File: src/hw/rtl/bdc16_pkg.sv
package bdc16_pkg;

    typedef enum logic [2:0] {
        PH_IDLE,
        PH_HDR,
        PH_BODY,
        PH_CRCLO,
        PH_CRCHI
    } t_phase;

    localparam logic [15:0] CRC_POLY = 16'hA001;

    localparam logic [1:0] CFG_CRC_EN = 2'd0;
    localparam logic [1:0] CFG_DLE    = 2'd1;
    localparam logic [1:0] CFG_ETB    = 2'd2;

    localparam logic       RST_CRC_EN = 1'b1;
    localparam logic [7:0] RST_DLE    = 8'h10;
    localparam logic [7:0] RST_ETB    = 8'h26;

    localparam logic [1:0] ST_OK       = 2'd0;
    localparam logic [1:0] ST_MISMATCH = 2'd1;
    localparam logic [1:0] ST_UNTERM   = 2'd2;

    localparam logic KIND_DATA   = 1'b0;
    localparam logic KIND_STATUS = 1'b1;

    typedef struct packed {
        logic       crc_check_enable;
        logic [7:0] dle_code;
        logic [7:0] etb_code;
    } t_cfg;

    typedef struct packed {
        logic [7:0] rx_byte;
        logic       frame_start;
        logic       buffer_end;
    } t_in;

    typedef struct packed {
        logic [7:0]  out_byte;
        logic        kind;
        logic [1:0]  block_status;
        logic [15:0] computed_crc;
    } t_res;

endpackage

File: src/hw/rtl/bdc16_crc.sv
module bdc16_crc (
    input  logic [15:0] i_crc,
    input  logic [7:0]  i_byte,
    output logic [15:0] o_crc
);

    always_comb begin
        logic [15:0] v;
        v = i_crc ^ {8'h00, i_byte};
        for (int k = 0; k < 8; k++) begin
            if (v[0]) begin
                v = (v >> 1) ^ bdc16_pkg::CRC_POLY;
            end else begin
                v = v >> 1;
            end
        end
        o_crc = v;
    end

endmodule

File: src/hw/rtl/bdc16_deframe.sv
module bdc16_deframe (
    input  logic              i_clk,
    input  logic              i_rst_n,
    input  logic              i_adv,
    input  bdc16_pkg::t_in    i_item,
    input  bdc16_pkg::t_cfg   i_cfg,
    output logic              o_res_valid,
    output bdc16_pkg::t_res   o_res
);

    bdc16_pkg::t_phase r_phase, n_phase;
    logic              r_dle, n_dle;
    logic [15:0]       r_crc, n_crc;
    logic [7:0]        r_low, n_low;
    logic [15:0]       crc_next;

    logic        is_dle;
    logic        lone;
    logic        keep;
    logic        term;
    logic        emit_st;
    logic [1:0]  status;

    bdc16_crc u_crc (
        .i_crc  (r_crc),
        .i_byte (i_item.rx_byte),
        .o_crc  (crc_next)
    );

    always_ff @(posedge i_clk) begin
        if (!i_rst_n) begin
            r_phase <= bdc16_pkg::PH_IDLE;
            r_dle   <= 1'b0;
            r_crc   <= '0;
            r_low   <= '0;
        end else if (i_adv) begin
            r_phase <= n_phase;
            r_dle   <= n_dle;
            r_crc   <= n_crc;
            r_low   <= n_low;
        end
    end

    always_comb begin
        n_phase     = r_phase;
        n_dle       = r_dle;
        n_crc       = r_crc;
        n_low       = r_low;
        emit_st     = 1'b0;
        status      = bdc16_pkg::ST_OK;
        o_res_valid = 1'b0;
        o_res       = '0;
        is_dle      = (i_item.rx_byte == i_cfg.dle_code);
        lone        = is_dle && !r_dle;
        keep        = !(is_dle && r_dle);
        term        = r_dle && (i_item.rx_byte == i_cfg.etb_code);

        if (i_item.frame_start) begin
            n_phase = bdc16_pkg::PH_HDR;
            n_dle   = 1'b0;
            n_crc   = '0;
            n_low   = '0;
            if (i_item.buffer_end) begin
                emit_st = 1'b1;
                status  = bdc16_pkg::ST_UNTERM;
            end
        end else begin
            unique case (r_phase)
                bdc16_pkg::PH_HDR: begin
                    n_phase = bdc16_pkg::PH_BODY;
                    if (i_item.buffer_end) begin
                        emit_st = 1'b1;
                        status  = bdc16_pkg::ST_UNTERM;
                    end
                end
                bdc16_pkg::PH_BODY: begin
                    if (!lone) begin
                        n_crc = crc_next;
                    end
                    if (term) begin
                        n_dle = 1'b0;
                        if (!i_cfg.crc_check_enable) begin
                            emit_st = 1'b1;
                            status  = bdc16_pkg::ST_OK;
                        end else begin
                            n_phase = bdc16_pkg::PH_CRCLO;
                            if (i_item.buffer_end) begin
                                emit_st = 1'b1;
                                status  = bdc16_pkg::ST_UNTERM;
                            end
                        end
                    end else begin
                        n_dle = lone;
                        if (i_item.buffer_end) begin
                            emit_st = 1'b1;
                            status  = bdc16_pkg::ST_UNTERM;
                        end else if (keep) begin
                            o_res_valid    = 1'b1;
                            o_res.out_byte = i_item.rx_byte;
                            o_res.kind     = bdc16_pkg::KIND_DATA;
                        end
                    end
                end
                bdc16_pkg::PH_CRCLO: begin
                    n_low   = i_item.rx_byte;
                    n_phase = bdc16_pkg::PH_CRCHI;
                    if (i_item.buffer_end) begin
                        emit_st = 1'b1;
                        status  = bdc16_pkg::ST_UNTERM;
                    end
                end
                bdc16_pkg::PH_CRCHI: begin
                    emit_st = 1'b1;
                    status  = ({i_item.rx_byte, r_low} == r_crc) ?
                              bdc16_pkg::ST_OK : bdc16_pkg::ST_MISMATCH;
                end
                bdc16_pkg::PH_IDLE: begin
                    n_phase = bdc16_pkg::PH_IDLE;
                end
                default: begin
                    n_phase = bdc16_pkg::PH_IDLE;
                end
            endcase
        end

        if (emit_st) begin
            n_phase            = bdc16_pkg::PH_IDLE;
            n_dle              = 1'b0;
            o_res_valid        = 1'b1;
            o_res.out_byte     = '0;
            o_res.kind         = bdc16_pkg::KIND_STATUS;
            o_res.block_status = status;
            o_res.computed_crc = n_crc;
        end
    end

endmodule

File: src/hw/rtl/bisync_receive_deframe_crc16.sv
// Receive deframer for transparent BISYNC blocks. One received byte is taken per clock
// cycle while the output is not stalled. An accepted byte waits in the input register
// until the result register is free, and the result register then holds the byte's word
// until the word is taken. The byte-wide CRC-16 update and the deframing state machine
// both sit between those two registers, which sets the rate of one byte per cycle while
// the output does not stall. Each byte gives at most one output word: a kept data byte, or
// an end-of-block status with the accumulated CRC. Configuration writes take effect
// at once and should only be made while no block is in flight.
module bisync_receive_deframe_crc16 (
    input  logic        i_clk,
    input  logic        i_rst_n,
    input  logic        i_in_valid,
    output logic        o_in_stall,
    input  logic [7:0]  i_rx_byte,
    input  logic        i_frame_start,
    input  logic        i_buffer_end,
    output logic        o_out_valid,
    input  logic        i_out_stall,
    output logic [7:0]  o_out_byte,
    output logic        o_kind,
    output logic [1:0]  o_block_status,
    output logic [15:0] o_computed_crc,
    input  logic        i_cfg_we,
    input  logic [1:0]  i_cfg_index,
    input  logic [7:0]  i_cfg_data
);

    bdc16_pkg::t_cfg r_cfg;
    bdc16_pkg::t_in  r_in;
    logic            r_in_valid;
    bdc16_pkg::t_res r_out;
    logic            r_out_valid;

    logic            out_free;
    logic            adv;
    logic            in_acc;
    logic            res_valid;
    bdc16_pkg::t_res res;

    assign out_free   = !r_out_valid || !i_out_stall;
    assign adv        = r_in_valid && out_free;
    assign o_in_stall = r_in_valid && !out_free;
    assign in_acc     = i_in_valid && !o_in_stall;

    always_ff @(posedge i_clk) begin
        if (!i_rst_n) begin
            r_cfg.crc_check_enable <= bdc16_pkg::RST_CRC_EN;
            r_cfg.dle_code         <= bdc16_pkg::RST_DLE;
            r_cfg.etb_code         <= bdc16_pkg::RST_ETB;
        end else if (i_cfg_we) begin
            unique case (i_cfg_index)
                bdc16_pkg::CFG_CRC_EN: r_cfg.crc_check_enable <= i_cfg_data[0];
                bdc16_pkg::CFG_DLE:    r_cfg.dle_code         <= i_cfg_data;
                bdc16_pkg::CFG_ETB:    r_cfg.etb_code         <= i_cfg_data;
                default:               r_cfg                  <= r_cfg;
            endcase
        end
    end

    always_ff @(posedge i_clk) begin
        if (!i_rst_n) begin
            r_in_valid <= 1'b0;
        end else if (in_acc) begin
            r_in_valid <= 1'b1;
        end else if (adv) begin
            r_in_valid <= 1'b0;
        end
    end

    always_ff @(posedge i_clk) begin
        if (in_acc) begin
            r_in.rx_byte     <= i_rx_byte;
            r_in.frame_start <= i_frame_start;
            r_in.buffer_end  <= i_buffer_end;
        end
    end

    bdc16_deframe u_deframe (
        .i_clk       (i_clk),
        .i_rst_n     (i_rst_n),
        .i_adv       (adv),
        .i_item      (r_in),
        .i_cfg       (r_cfg),
        .o_res_valid (res_valid),
        .o_res       (res)
    );

    always_ff @(posedge i_clk) begin
        if (!i_rst_n) begin
            r_out_valid <= 1'b0;
        end else if (out_free) begin
            r_out_valid <= adv && res_valid;
        end
    end

    always_ff @(posedge i_clk) begin
        if (out_free && adv && res_valid) begin
            r_out <= res;
        end
    end

    assign o_out_valid    = r_out_valid;
    assign o_out_byte     = r_out.out_byte;
    assign o_kind         = r_out.kind;
    assign o_block_status = r_out.block_status;
    assign o_computed_crc = r_out.computed_crc;

endmodule

File: config.mk
export PLATFORM = sky130hd
export DESIGN_NAME = bisync_receive_deframe_crc16
export DESIGN_NICKNAME = d
export VERILOG_FILES = /design/src/hw/rtl/bdc16_pkg.sv /design/src/hw/rtl/bdc16_crc.sv /design/src/hw/rtl/bdc16_deframe.sv /design/src/hw/rtl/bisync_receive_deframe_crc16.sv
export SDC_FILE = /design/constraint.sdc
export NUM_CORES = 1
export LEC_CHECK = 0
export ABC_AREA = 1
export CORE_ASPECT_RATIO = 2
export CORE_MARGIN = 2
export CORE_UTILIZATION = 35
export CTS_CLUSTER_DIAMETER = 50
export CTS_CLUSTER_SIZE = 16
export DETAILED_ROUTE_END_ITERATION = 8
export DONT_BUFFER_PORTS = 1
export SYNTH_ARGS = -nofsm -noshare
export SYNTH_HDL_FRONTEND = slang
export SYNTH_SLANG_ARGS = --single-unit
File: constraint.sdc
create_clock -name i_clk -period 2.2 [get_ports i_clk]
set_input_delay 0.33 -clock i_clk [delete_from_list [all_inputs] [get_ports i_clk]]
set_output_delay 0.33 -clock i_clk [all_outputs]
set_load 0.005 [all_outputs]
==> flow_summary.toml <==
[sta]
period_minus_slack_ns = 2.063
finalMaxSlewViolations = 0
finalClockSkew_ns = 0.003364
relSlewSlack_pct = 72.45
tightest_slew_ns = 0.4132
hold_viol_final = 0
period_share_pct = 93.76
worst_slack_ns = 0.1372
setup_viol = 0
fmax_mhz = 484.8

[finish]
antennaDiodeCount = 0
multi_input_area_um2 = 1879
fin_util_pct = 39.42
instances_no_fill = 661
fillers = 1225
final-seq-area_um2 = 2052
fin_area_um2 = 4723
drive_gt1_share_pct = 16.93
final_nets = 534
syn_to_final_growth_pct = 10.90

[yosys]
synthMuxAreaShare_pct = 0
synth-main-ff-cell = "dfxtp_1"
synthTopCellsByArea = "edfxtp_1 26%, dfxtp_1 22%, nand2_1 9.3%"
yosys.area_share.xor_xnor_pct = 5.729
ys_seq_elements = 84
synthSimpleGateAreaFrac_pct = 23.12
synth_warnings = 0
syn_area_per_cell_um2 = 8.484
synth_top_area_share_pct = 26.09
syn_nets = 527
post_synth_most_frequent_cells = "105 x nand2_1, 66 x nor2_1, 47 x dfxtp_1"
yosysSeqAreaShare_pct = 48.18
synth_largest_area_cell = "edfxtp_1"
syn_area_um2 = 4259
yosysMostFrequentCell = "nand2_1"
synth_compound_area_share_pct = 14.86
synth-edff-count = 37
synth_top_family_by_area = "simple AND/OR/NAND/NOR gates"
synth_cell_types = 39
synthAdderAreaFrac_pct = 0
async_flop_share_pct = 0
synth_cells = 502

[floorplanning]
rows = 57
initial_utilization_pct = 35.55
core_um2 = 11980
ios = 54
die_y_um = 160.0
die-area_um2 = 13120
die_width_um = 82

[place]
placed_cell_area_um2 = 4405
gp_congestion = 0.9139
dp_cells = 642
hpwl_um = 7495
dp_slack_ns = 0.1130
io_buffers = 0

[setup_path]
critPathLaunch = "r_in[4]$_DFFE_PP_"
cp-end-kind = "flip-flop"
crit_arrival_ns = 2.10
critPathLaunchType = "flip-flop"
criticalPathCategory = "reg -> reg"
regToRegStartpoint = "r_in[4]$_DFFE_PP_"
reg2reg_depth = 11
crit_chain = "buf_4 -> xnor2_1 -> nand3_1 -> nor2_2 -> nand4_1 -> nand3_2 -> nand2_2 -> nand2_1 -> nand2_1 -> clkinvlp_4 -> buf_12"
cp_slowest_cell = "edfxtp_1"
worst_path_most_repeated_cell = "nand2_1"
worstPathMaxFanout = 27
crit_required_ns = 2.24
slowest_delay_ns = 0.44

[global_routing]
grt_max_degree = 39
grt_use_total_pct = 16.54
gr-usage-met3_pct = 3.616
grt_pass1_vias = 3224
grt_util_met2_pct = 25.35
grt_pass1_wl_um = 16430
overflow = 0
gr-max-usage-layer = "met2"
antenna_found_initial = 0
gr-usage-met1_pct = 21.64

[clock_network]
root_buffer = "clkbuf_16"
cts_inserted_buffers = 9
clockBufferDepth = 2
cts_tree = "built"
worstSkewPairLatency_ns = 0.34
htreeDepth = 3
cts.reportedPaths.clkPinSlew_ns = 0.06
clock-sinks = 84

[route]
wl_per_cell_um = 15.50
routed_wl_um = 10250
drc_errors = 0
via_per_inst = 5.041
drt_iter0_markers = 216
ant_nets = 0
firstDrtPassIters = 4
vias = 3332

[min_path]
hold_path_class = "in -> reg"
hp-start = "i_rst_n"
worstHoldPathCells = 1

[status]
run_status = "finished, final reports clean"

[power]
total_power_w = 0.003661
powerDensity_nw_per_um2 = 775.2
max-vdd-ir-drop_v = 0.0005261
power.leakage_nw = 1.832

[run]
max_cap_viol_count = 0
[registers in the layout, indices dropped and copies added (netlist names), 2 cells and up]
name	cells
o_block_status	2
o_computed_crc	16
o_out_byte	8
r_cfg	17
r_in	10
u_deframe.r_crc	16
u_deframe.r_low	8
u_deframe.r_phase	3
[final timing paths]
kind,endpoint,slack [ns]
max reg2reg,o_computed_crc[14]$_SDFFCE_PP0P_,0.14
max,o_computed_crc[14]$_SDFFCE_PP0P_,0.14
min reg2reg,u_deframe.r_low[0]$_SDFFE_PN0P_,0.48
min,r_cfg[2]$_SDFFE_PN1P_,0.08
[layout make-up]
| cell class | instances | share of cell area, % |
|---|---|---|
| Tap cell | 147 | 3.894 |
| Clock inverter | 5 | 0.5828 |
| Sequential cell | 84 | 43.44 |
| Timing Repair Buffer | 19 | 3.444 |
| Multi-Input combinational cell | 350 | 39.79 |
| Inverter | 45 | 3.709 |
| Clock buffer | 11 | 5.139 |
[worst max-delay path, delay by kind of cell, from the launching register on]
family / cells / cell delay, ns
AND/OR/NAND/NOR: 7 / 0.72
buffers and inverters: 3 / 0.45
flip-flops: 1 / 0.44
XOR/XNOR: 1 / 0.14
[cell usage in the layout (no fill, tap or decap), drive strengths merged, types with 7 or more instances in the layout]
cell / netlist / final
a21oi: 38 / 38
buf: 16 / 19
clkbuf: 7 / 11
dfxtp: 47 / 47
edfxtp: 37 / 37
inv: 44 / 43
nand2: 112 / 112
nand3: 27 / 27
nor2: 66 / 66
nor3: 7 / 7
o211ai: 14 / 14
o21ai: 41 / 41
xnor2: 17 / 17
xor2: 10 / 10
[power by group]
| group | internal (W) | leakage (nW) | switching (W) |
|---|---|---|---|
| logic | 0.000175 | 0.981 | 0.000310 |
| clock network | 0.000787 | 0.137 | 0.000593 |
| registers | 0.00172 | 0.714 | 0.0000798 |
[stage by stage]
stage	setup TNS [ns]	hold slack [ns]
floorplan	0	0.4289
global placement	0	0.4224
detailed placement	0	0.4265
CTS	0	0.07589
global route	-0.005184	0.07227
finish	0	0.07891
[metal layers]
| layer | part of all wire, % | wire length, µm | vias to the layer above |
|---|---|---|---|
| li1 | - | - | 1678 |
| met1 | 44 | 4473 | 1539 |
| met2 | 50 | 5082 | 91 |
| met3 | 3.4 | 351 | 24 |
| met4 | 3.3 | 341 | 0 |
| met5 | 0 | 0 | - |
[repair_timing]
action / in CTS / in global routing
buffers inserted: 0 / 3
resized for setup: 0 / 8
hold buffers: 0 / 0
endpoints found under the setup margin: 0 / 1
[logic make-up after synthesis]
family,after synthesis
xor gates and xnor gates,27
buffers and inverters,68
AOI/OAI and AO/OA,98
DFF,84
and+or+nand+nor,225
No activity file was read; power rests on OpenSTA's default activity.
